===== src/rtl/core/hrlf_pkg.sv =====
`default_nettype none

package hrlf_pkg;

   // Frame geometry.
   localparam int unsigned PIXELS = 32;
   localparam int unsigned IDX_W  = $clog2(PIXELS + 1);

   // Hue is in 1/64 degree units, saturation and value are Q0.8.
   localparam int unsigned HUE_W      = 15;
   localparam int unsigned Q_W        = 9;
   localparam int unsigned HUE_FULL   = 23040;
   localparam int unsigned HUE_SECTOR = 3840;
   localparam int unsigned Q_ONE      = 256;
   localparam int unsigned HUE_STEP   = HUE_FULL / PIXELS;

   // Fraction numerators are scaled by Q_ONE * HUE_SECTOR.
   localparam int unsigned NUM_FULL = Q_ONE * HUE_SECTOR;
   localparam int unsigned NUM_W    = 20;
   localparam int unsigned PROD_W   = 28;

   localparam logic [31:0] HEADER_WORD = 32'((PIXELS * 24 - 1) << 8);

   typedef struct packed {
      logic [HUE_W-1:0] hue_start;
      logic [Q_W-1:0]   saturation;
      logic [Q_W-1:0]   brightness;
   } req_type;

   typedef struct packed {
      logic [31:0] pixel_word;
      logic        last_word;
   } rsp_type;

   // One word of work handed from the sequencer to the color pipeline.
   typedef struct packed {
      logic             header;
      logic             last;
      logic [HUE_W-1:0] hue;
      logic [Q_W-1:0]   sat;
      logic [Q_W-1:0]   val;
   } token_type;

   typedef struct packed {
      logic             busy;
      logic             final_beat;
      logic [IDX_W-1:0] index;
   } seq_status_type;

endpackage

`default_nettype wire


===== src/rtl/core/hrlf_seq.sv =====
`default_nettype none

module hrlf_seq (
   input  wire                      clock,
   input  wire                      reset,
   input  wire                      req_valid,
   output logic                     req_ready,
   input  wire hrlf_pkg::req_type   req_data,
   input  wire                      advance,
   output logic                     token_valid,
   output hrlf_pkg::token_type      token,
   output hrlf_pkg::seq_status_type status
);
   import hrlf_pkg::*;

   logic             busy_ff, busy_in;
   logic [IDX_W-1:0] idx_ff, idx_in;
   logic [HUE_W-1:0] hue_ff, hue_in;
   logic [Q_W-1:0]   sat_ff, sat_in;
   logic [Q_W-1:0]   val_ff, val_in;

   logic             final_beat;
   logic             issue;
   logic [HUE_W:0]   hue_sum;

   assign final_beat = busy_ff && (idx_ff == IDX_W'(PIXELS));
   assign issue      = busy_ff && advance;
   assign req_ready  = !busy_ff || (issue && final_beat);
   assign hue_sum    = {1'b0, hue_ff} + (HUE_W + 1)'(HUE_STEP);

   always_comb begin
      busy_in = busy_ff;
      idx_in  = idx_ff;
      hue_in  = hue_ff;
      sat_in  = sat_ff;
      val_in  = val_ff;
      if (issue) begin
         idx_in = idx_ff + IDX_W'(1);
         // The header beat leaves the hue alone; each pixel beat steps it.
         if (idx_ff != '0) begin
            hue_in = (hue_sum >= (HUE_W + 1)'(HUE_FULL)) ? '0 : hue_sum[HUE_W-1:0];
         end
         if (final_beat) begin
            busy_in = 1'b0;
         end
      end
      if (req_valid && req_ready) begin
         busy_in = 1'b1;
         idx_in  = '0;
         hue_in  = req_data.hue_start;
         sat_in  = (req_data.saturation > Q_W'(Q_ONE)) ? Q_W'(Q_ONE) : req_data.saturation;
         val_in  = (req_data.brightness > Q_W'(Q_ONE)) ? Q_W'(Q_ONE) : req_data.brightness;
      end
   end

   always_ff @(posedge clock) begin
      if (reset) begin
         busy_ff <= 1'b0;
         idx_ff  <= '0;
      end else begin
         busy_ff <= busy_in;
         idx_ff  <= idx_in;
      end
      hue_ff <= hue_in;
      sat_ff <= sat_in;
      val_ff <= val_in;
   end

   assign token_valid       = busy_ff;
   assign token.header      = (idx_ff == '0);
   assign token.last        = final_beat;
   assign token.hue         = hue_ff;
   assign token.sat         = sat_ff;
   assign token.val         = val_ff;

   assign status.busy       = busy_ff;
   assign status.final_beat = final_beat;
   assign status.index      = idx_ff;

endmodule

`default_nettype wire


===== src/rtl/core/hrlf_conv.sv =====
`default_nettype none

module hrlf_conv (
   input  wire                      clock,
   input  wire                      reset,
   input  wire                      token_valid,
   input  wire hrlf_pkg::token_type token,
   output logic                     advance,
   output logic                     rsp_valid,
   input  wire                      rsp_ready,
   output hrlf_pkg::rsp_type        rsp_data
);
   import hrlf_pkg::*;

   typedef enum logic [2:0] {
      SECTOR_0 = 3'd0,
      SECTOR_1 = 3'd1,
      SECTOR_2 = 3'd2,
      SECTOR_3 = 3'd3,
      SECTOR_4 = 3'd4,
      SECTOR_5 = 3'd5
   } sector_type;

   // floor(255 * x / (15 * 2^24)) reduces to (17 * x) >> 24.
   function automatic logic [7:0] chan(input logic [PROD_W-1:0] x);
      logic [31:0] m;
      m = 32'(x) + (32'(x) << 4);
      return m[31:24];
   endfunction

   // Stage 1: sector and remainder.
   logic             v1_ff, hdr1_ff, last1_ff;
   sector_type       sec1_ff, sec1_in;
   logic [11:0]      rem1_ff, rem1_in;
   logic [Q_W-1:0]   sat1_ff, val1_ff;

   logic [HUE_W-1:0] h_norm;
   logic [HUE_W-1:0] base;
   logic [3:0]       k;
   logic [HUE_W-1:0] rem_wide;

   // Stage 2: fraction numerators.
   logic             v2_ff, hdr2_ff, last2_ff;
   sector_type       sec2_ff;
   logic [Q_W-1:0]   val2_ff;
   logic [NUM_W-1:0] np2_ff, nq2_ff, nt2_ff;

   logic [20:0]      sr_prod, st_prod, np_wide;
   logic [11:0]      rem_comp;
   logic [Q_W-1:0]   sat_comp;

   // Stage 3: value products.
   logic              v3_ff, hdr3_ff, last3_ff;
   sector_type        sec3_ff;
   logic [PROD_W-1:0] pv3_ff, pp3_ff, pq3_ff, pt3_ff;
   logic [PROD_W:0]   pv_wide, pp_wide, pq_wide, pt_wide;

   // Stage 4: output register.
   logic              v4_ff;
   rsp_type           out_ff, out_in;
   logic [7:0]        cv, cp, cq, ct, r, g, b;

   assign advance = !v4_ff || rsp_ready;

   always_comb begin
      h_norm = (token.hue == HUE_W'(HUE_FULL)) ? '0 : token.hue;
      k      = '0;
      base   = '0;
      for (int j = 1; j <= 8; j++) begin
         if (h_norm >= HUE_W'(j * HUE_SECTOR)) begin
            k    = 4'(j);
            base = HUE_W'(j * HUE_SECTOR);
         end
      end
      rem_wide = h_norm - base;
      rem1_in  = rem_wide[11:0];
      sec1_in  = (k >= 4'd5) ? SECTOR_5 : sector_type'(k[2:0]);
   end

   always_comb begin
      rem_comp = 12'(HUE_SECTOR) - rem1_ff;
      sat_comp = Q_W'(Q_ONE) - sat1_ff;
      sr_prod  = 21'(sat1_ff) * 21'(rem1_ff);
      st_prod  = 21'(sat1_ff) * 21'(rem_comp);
      np_wide  = 21'(sat_comp) * 21'(HUE_SECTOR);
   end

   always_comb begin
      pv_wide = (PROD_W + 1)'(val2_ff) * (PROD_W + 1)'(NUM_FULL);
      pp_wide = (PROD_W + 1)'(val2_ff) * (PROD_W + 1)'(np2_ff);
      pq_wide = (PROD_W + 1)'(val2_ff) * (PROD_W + 1)'(nq2_ff);
      pt_wide = (PROD_W + 1)'(val2_ff) * (PROD_W + 1)'(nt2_ff);
   end

   always_comb begin
      cv = chan(pv3_ff);
      cp = chan(pp3_ff);
      cq = chan(pq3_ff);
      ct = chan(pt3_ff);
      unique case (sec3_ff)
         SECTOR_0: begin r = cv; g = ct; b = cp; end
         SECTOR_1: begin r = cq; g = cv; b = cp; end
         SECTOR_2: begin r = cp; g = cv; b = ct; end
         SECTOR_3: begin r = cp; g = cq; b = cv; end
         SECTOR_4: begin r = ct; g = cp; b = cv; end
         default:  begin r = cv; g = cp; b = cq; end
      endcase
      out_in.pixel_word = hdr3_ff ? HEADER_WORD : {g, r, b, 8'h00};
      out_in.last_word  = last3_ff && !hdr3_ff;
   end

   always_ff @(posedge clock) begin
      if (reset) begin
         v1_ff <= 1'b0;
         v2_ff <= 1'b0;
         v3_ff <= 1'b0;
         v4_ff <= 1'b0;
      end else if (advance) begin
         v1_ff <= token_valid;
         v2_ff <= v1_ff;
         v3_ff <= v2_ff;
         v4_ff <= v3_ff;
      end
      if (advance) begin
         hdr1_ff  <= token.header;
         last1_ff <= token.last;
         sec1_ff  <= sec1_in;
         rem1_ff  <= rem1_in;
         sat1_ff  <= token.sat;
         val1_ff  <= token.val;

         hdr2_ff  <= hdr1_ff;
         last2_ff <= last1_ff;
         sec2_ff  <= sec1_ff;
         val2_ff  <= val1_ff;
         np2_ff   <= np_wide[NUM_W-1:0];
         nq2_ff   <= NUM_W'(NUM_FULL) - sr_prod[NUM_W-1:0];
         nt2_ff   <= NUM_W'(NUM_FULL) - st_prod[NUM_W-1:0];

         hdr3_ff  <= hdr2_ff;
         last3_ff <= last2_ff;
         sec3_ff  <= sec2_ff;
         pv3_ff   <= pv_wide[PROD_W-1:0];
         pp3_ff   <= pp_wide[PROD_W-1:0];
         pq3_ff   <= pq_wide[PROD_W-1:0];
         pt3_ff   <= pt_wide[PROD_W-1:0];

         out_ff   <= out_in;
      end
   end

   assign rsp_valid = v4_ff;
   assign rsp_data  = out_ff;

endmodule

`default_nettype wire


===== src/rtl/core/hsv_rainbow_led_frame_core.sv =====
`default_nettype none

// LED frame generator for a serial RGB LED chain. Each request beat carries a
// start hue (1/64 degree units), a saturation and a value (Q0.8, 256 is full
// scale; larger values are clamped to 256). For each request the block sends
// one header beat holding (PIXELS*24-1)<<8 and then PIXELS pixel beats packed
// as G<<24 | R<<16 | B<<8, the last one flagged by last_word. Hue steps by
// floor(23040/PIXELS) per pixel and drops to zero once it reaches 360 degrees.
// The block sends one beat per cycle unless the result port stalls, so a
// request yields PIXELS+1 beats (33 at the default); the sequencer issues
// one word per cycle while the pipeline advances. The next request is taken
// in the cycle the sequencer issues the final pixel of the current frame, so
// frames stream without gaps. A word reaches the result port through a
// four-stage color pipeline; a stall at the result port freezes the whole
// pipeline and the sequencer together, so nothing is lost or sent twice.
module hsv_rainbow_led_frame_core (
   input  wire                     clock,
   input  wire                     reset,
   input  wire                     req_valid,
   output logic                    req_ready,
   input  wire hrlf_pkg::req_type  req_data,
   output logic                    rsp_valid,
   input  wire                     rsp_ready,
   output hrlf_pkg::rsp_type       rsp_data
);
   import hrlf_pkg::*;

   // The sequencer hands work to the pipeline only in cycles where the
   // pipeline can move, so the pipeline's advance signal doubles as the
   // sequencer's ready.
   logic           advance;
   logic           token_valid;
   token_type      token;
   seq_status_type status;

   hrlf_seq u_seq (
      .clock       (clock),
      .reset       (reset),
      .req_valid   (req_valid),
      .req_ready   (req_ready),
      .req_data    (req_data),
      .advance     (advance),
      .token_valid (token_valid),
      .token       (token),
      .status      (status)
   );

   // Stage one finds the sector and remainder, stage two forms the fraction
   // numerators, stage three scales them by the value, and stage four turns
   // them into channel bytes and packs the word.
   hrlf_conv u_conv (
      .clock       (clock),
      .reset       (reset),
      .token_valid (token_valid),
      .token       (token),
      .advance     (advance),
      .rsp_valid   (rsp_valid),
      .rsp_ready   (rsp_ready),
      .rsp_data    (rsp_data)
   );

   // A new request may only overlap a frame when its final pixel is leaving.
   assert property (@(posedge clock) disable iff (reset)
      (req_valid && req_ready && status.busy) |-> (status.final_beat && advance))
      else $error("request taken while a frame was still in progress");

   // While the pipeline is frozen the sequencer must not move on.
   assert property (@(posedge clock) disable iff (reset)
      (!advance && !(req_valid && req_ready)) |=> $stable(status.index))
      else $error("sequencer moved during a stall");

   // The pixel counter never runs past the end of the frame.
   assert property (@(posedge clock) disable iff (reset)
      status.busy |-> (status.index <= IDX_W'(PIXELS)))
      else $error("pixel counter out of range");

endmodule

`default_nettype wire

===== config.mk =====
export PLATFORM = sky130hd
export DESIGN_NAME = hsv_rainbow_led_frame_core
export DESIGN_NICKNAME = d
export VERILOG_FILES = /design/src/rtl/core/hrlf_pkg.sv /design/src/rtl/core/hrlf_seq.sv /design/src/rtl/core/hrlf_conv.sv /design/src/rtl/core/hsv_rainbow_led_frame_core.sv
export SDC_FILE = /design/constraint.sdc
export NUM_CORES = 2
export LEC_CHECK = 0
export ABC_AREA = 1
export BUFFER_PORTS_ARGS = -buffer_cell sky130_fd_sc_hd__buf_4
export CORE_ASPECT_RATIO = 1.5
export CORE_MARGIN = 8
export CORE_UTILIZATION = 64
export DETAILED_ROUTE_END_ITERATION = 6
export PLACE_DENSITY = 0.85
export SLEW_MARGIN = 40
export SYNTH_ARGS = -nofsm -noshare
export SYNTH_HDL_FRONTEND = slang
export SYNTH_SLANG_ARGS = --single-unit
export TNS_END_PERCENT = 1

===== constraint.sdc =====
create_clock -name clock -period 6.47 [get_ports clock]
set_input_delay 0.9705 -clock clock [delete_from_list [all_inputs] [get_ports clock]]
set_output_delay 0.9705 -clock clock [all_outputs]
set_load 0.02 [all_outputs]

==> impl_metrics.toml <==
[run_status]
status = "finished, violations left"
violations = "design-rule violations"

[final_layout]
nets = 5680
final_layout_size_suffix_gt1_share_pct = 4.29
layout_common_cells = "nand2_1 (1,276), inv_1 (1,109), fa_1 (488)"
syn2layout_area_growth_pct = 5.65
final_cells = 5598
mostFrequentLayoutCell = "nand2_1"
n_antenna_cell = 0
fill_cells = 4693

[timing]
fmax_ghz = 0.168
period_minus_slack_ns = 5.96
worst_pin_slew_ns = 0.910
hold_viol_final = 0
drv_slew = 0
min_period_over_period_pct = 92.1
rsz0062_at_grt = "no"
fin_skew_ns = 0.0257
fin_tns_setup_ns = 0
slew_headroom_pct = 39.3
setup_violations = 0

[placed_design]
port_buffers = 63
gp_congestion = 0.973
placedCellCount = 5548
dp_hpwl_mm = 72.4

[synth]
ys_warn_count = 0
avgSynthCellArea_sq_um = 7.88
synth_flop_cell = "edfxtp_1"
yosysTopAreaCell = "fa_1"
ys_top_cells_by_area = "fa_1 (26%), edfxtp_1 (20%), nand2_1 (13%), ha_1 (12%), inv_1 (11%)"
ys_async_sr_fraction_pct = 0
synthDistinctLibCells = 56
yosysTopAreaCellShare_pct = 25.6
ys_ff_latch = 261
synth_edf_count = 250
ys_seq_area_share_pct = 20.3
synth_area_sq_um = 38100
synthCells = 4832

[route]
avgRoutedWirePerCell_microns = 15.8
drc = 2
dr.pass1.iters = 7
drt-initial-drc-count = 2004
num_vias = 30500
wirelength_mm = 88.4
viasPerCell = 5.45
detail-route-antenna-nets = 0

[critical_path]
cp-end-kind = "register"
crit_type = "register to register"
crit_path_max_fanout = 11
cp.arrival_ns = 6.29
start_kind = "register"
required_ns = 6.80

[clocking]
ctsHtreeMaxLevel = 1
insertion_delay_ns = 0.59
postCtsHoldBufs = 0
cts_num_sinks = 261
cts-root-buf = "clkbuf_16"
clkTransAtPathRegs_ns = 0.08
clk_path_buf_depth = 3
numCtsBuffers = 26
cts_tree = "built"

[floorplan]
start_util_pct = 64.7
fp-row-count = 109
die_w_microns = 215
die_area_sq_um = 67700
top_level_ports = 72
chipHeight_microns = 315
coreArea_sq_um = 58900

[global_route]
grt_use_met3_pct = 3.35
globalRouteMet1Util_pct = 26.9
overflow = 0
grt_pass1_vias = 32600
grt-busiest-layer = "met2"
grt_pass1_wl_mm = 149
grtUsageMet2_pct = 50.6
antenna_found_initial = 0
grt_max_degree = 121
grt_usage_pct = 26.5

[flow_run]
drv_cap = 0

[hold_path]
min_path_type = "register to register"
state kept, by name, summed over array words and instances (netlist names), 6 cells and up:
name	flops
u_conv.nq2_ff	19
u_conv.nt2_ff	20
u_seq.idx_ff	6
u_conv.val1_ff	9
u_conv.val2_ff	9
u_conv.pp3_ff	20
u_conv.pt3_ff	28
u_conv.sat1_ff	9
u_seq.val_ff	9
u_conv.pq3_ff	27
u_conv.np2_ff	12
u_seq.hue_ff	15
u_conv.pv3_ff	12
u_conv.rsp_data	25
u_seq.sat_ff	9
u_conv.rem1_ff	12
through the flow:
step                      hold WS (ns)  utilization (%)  cell area [sq um]  setup slack (ns)
final                            0.414             68.3              40200             0.510
after global routing             0.425             68.3              40200            0.0187
after CTS                        0.417             68.3              40200             0.425
after detailed placement         0.405             66.6              39200             0.425
after global placement           0.401             66.5              39200             0.549
after floorplan                  0.400                -              38100             0.985
synth_stat cells (all sizes together) (5+ instances only):
library cell	n
edfxtp	250
o21ai	105
xnor2	40
nor2	305
o21bai	23
o2111ai	5
ha	354
xor2	110
nand3b	20
or2	7
a31oi	6
inv	1125
a21o	12
nand2	1288
dfxtp	11
o21a	5
clkbuf	128
nand4	47
a21oi	181
buf	39
fa	488
nor4	9
nand3	199
a211oi	5
nor3	47
area by class of cell:
cell class / count / area (sq um) / area share [%]
multi-input cells: 3282 / 25500 / 63.3
repair buffers: 101 / 851 / 2.11
clock inverters: 20 / 310 / 0.771
inverters: 1129 / 4240 / 10.5
clock buffers: 28 / 658 / 1.64
flip-flops and latches: 261 / 7730 / 19.2
well taps: 777 / 972 / 2.42
layer usage:
layer / vias to the layer above / wire, microns
li1: 14600 / -
met1: 14500 / 31200
met2: 1029 / 46700
met3: 375 / 4740
met4: 0 / 5850
met5: - / 0
logic make-up (layout without fill, tap and decap cells):
logic type	after synthesis	after routing	share of synthesized area [%]
AOI/OAI and AO/OA	353	353	5.17
xor gates and xnor gates	150	150	3.47
adders and majority gates	842	842	37.3
buffers and inverters	1296	1278	12.9
DFF	261	261	20.3
other	1	8	0.00984
and+or+nand+nor	1929	1929	20.9
path summary, 6_finish.rpt:
path / startpoint / endpoint / slack (ns) / cells after the start
max reg2reg: u_conv.rem1_ff[0]$_DFFE_PN_ / u_conv.nt2_ff[19]$_DFFE_PN_ / 0.51 / 26
max: u_conv.rem1_ff[0]$_DFFE_PN_ / u_conv.nt2_ff[19]$_DFFE_PN_ / 0.51 / 26
min: u_conv.hdr2_ff$_DFFE_PN_ / u_conv.hdr3_ff$_DFFE_PN_ / 0.41 / 0
min reg2reg: u_conv.hdr2_ff$_DFFE_PN_ / u_conv.hdr3_ff$_DFFE_PN_ / 0.41 / 0
timing repair:
| action | 4_1_cts | 5_1_grt |
|---|---|---|
| endpoints found under the setup margin | 0 | 2 |
| buffers inserted | 0 | 1 |
| gates resized for setup | 0 | 2 |
critical path: stages (launching register included):
cell and delay, ns:
edfxtp_1 0.54, inv_1 0.11, ha_1 0.19, inv_1 0.05, nor3_1 0.15, inv_1 0.08
nor2_1 0.12, nand3b_1 0.12, nor2_1 0.19, nor2_1 0.10, xor2_2 0.20, or2_2 0.34
fa_1 0.50, inv_1 0.06, fa_1 0.49, fa_1 0.50, inv_1 0.05, fa_1 0.36
ha_1 0.30, ha_1 0.36, nand2_1 0.09, nor3_1 0.30, nand4_1 0.14, nor2_1 0.15
nor2_1 0.07, nand3_1 0.08, nand2_1 0.05
Power is not shown: default switching activity piles up to over one toggle a cycle in this logic, so the estimate is an artifact.
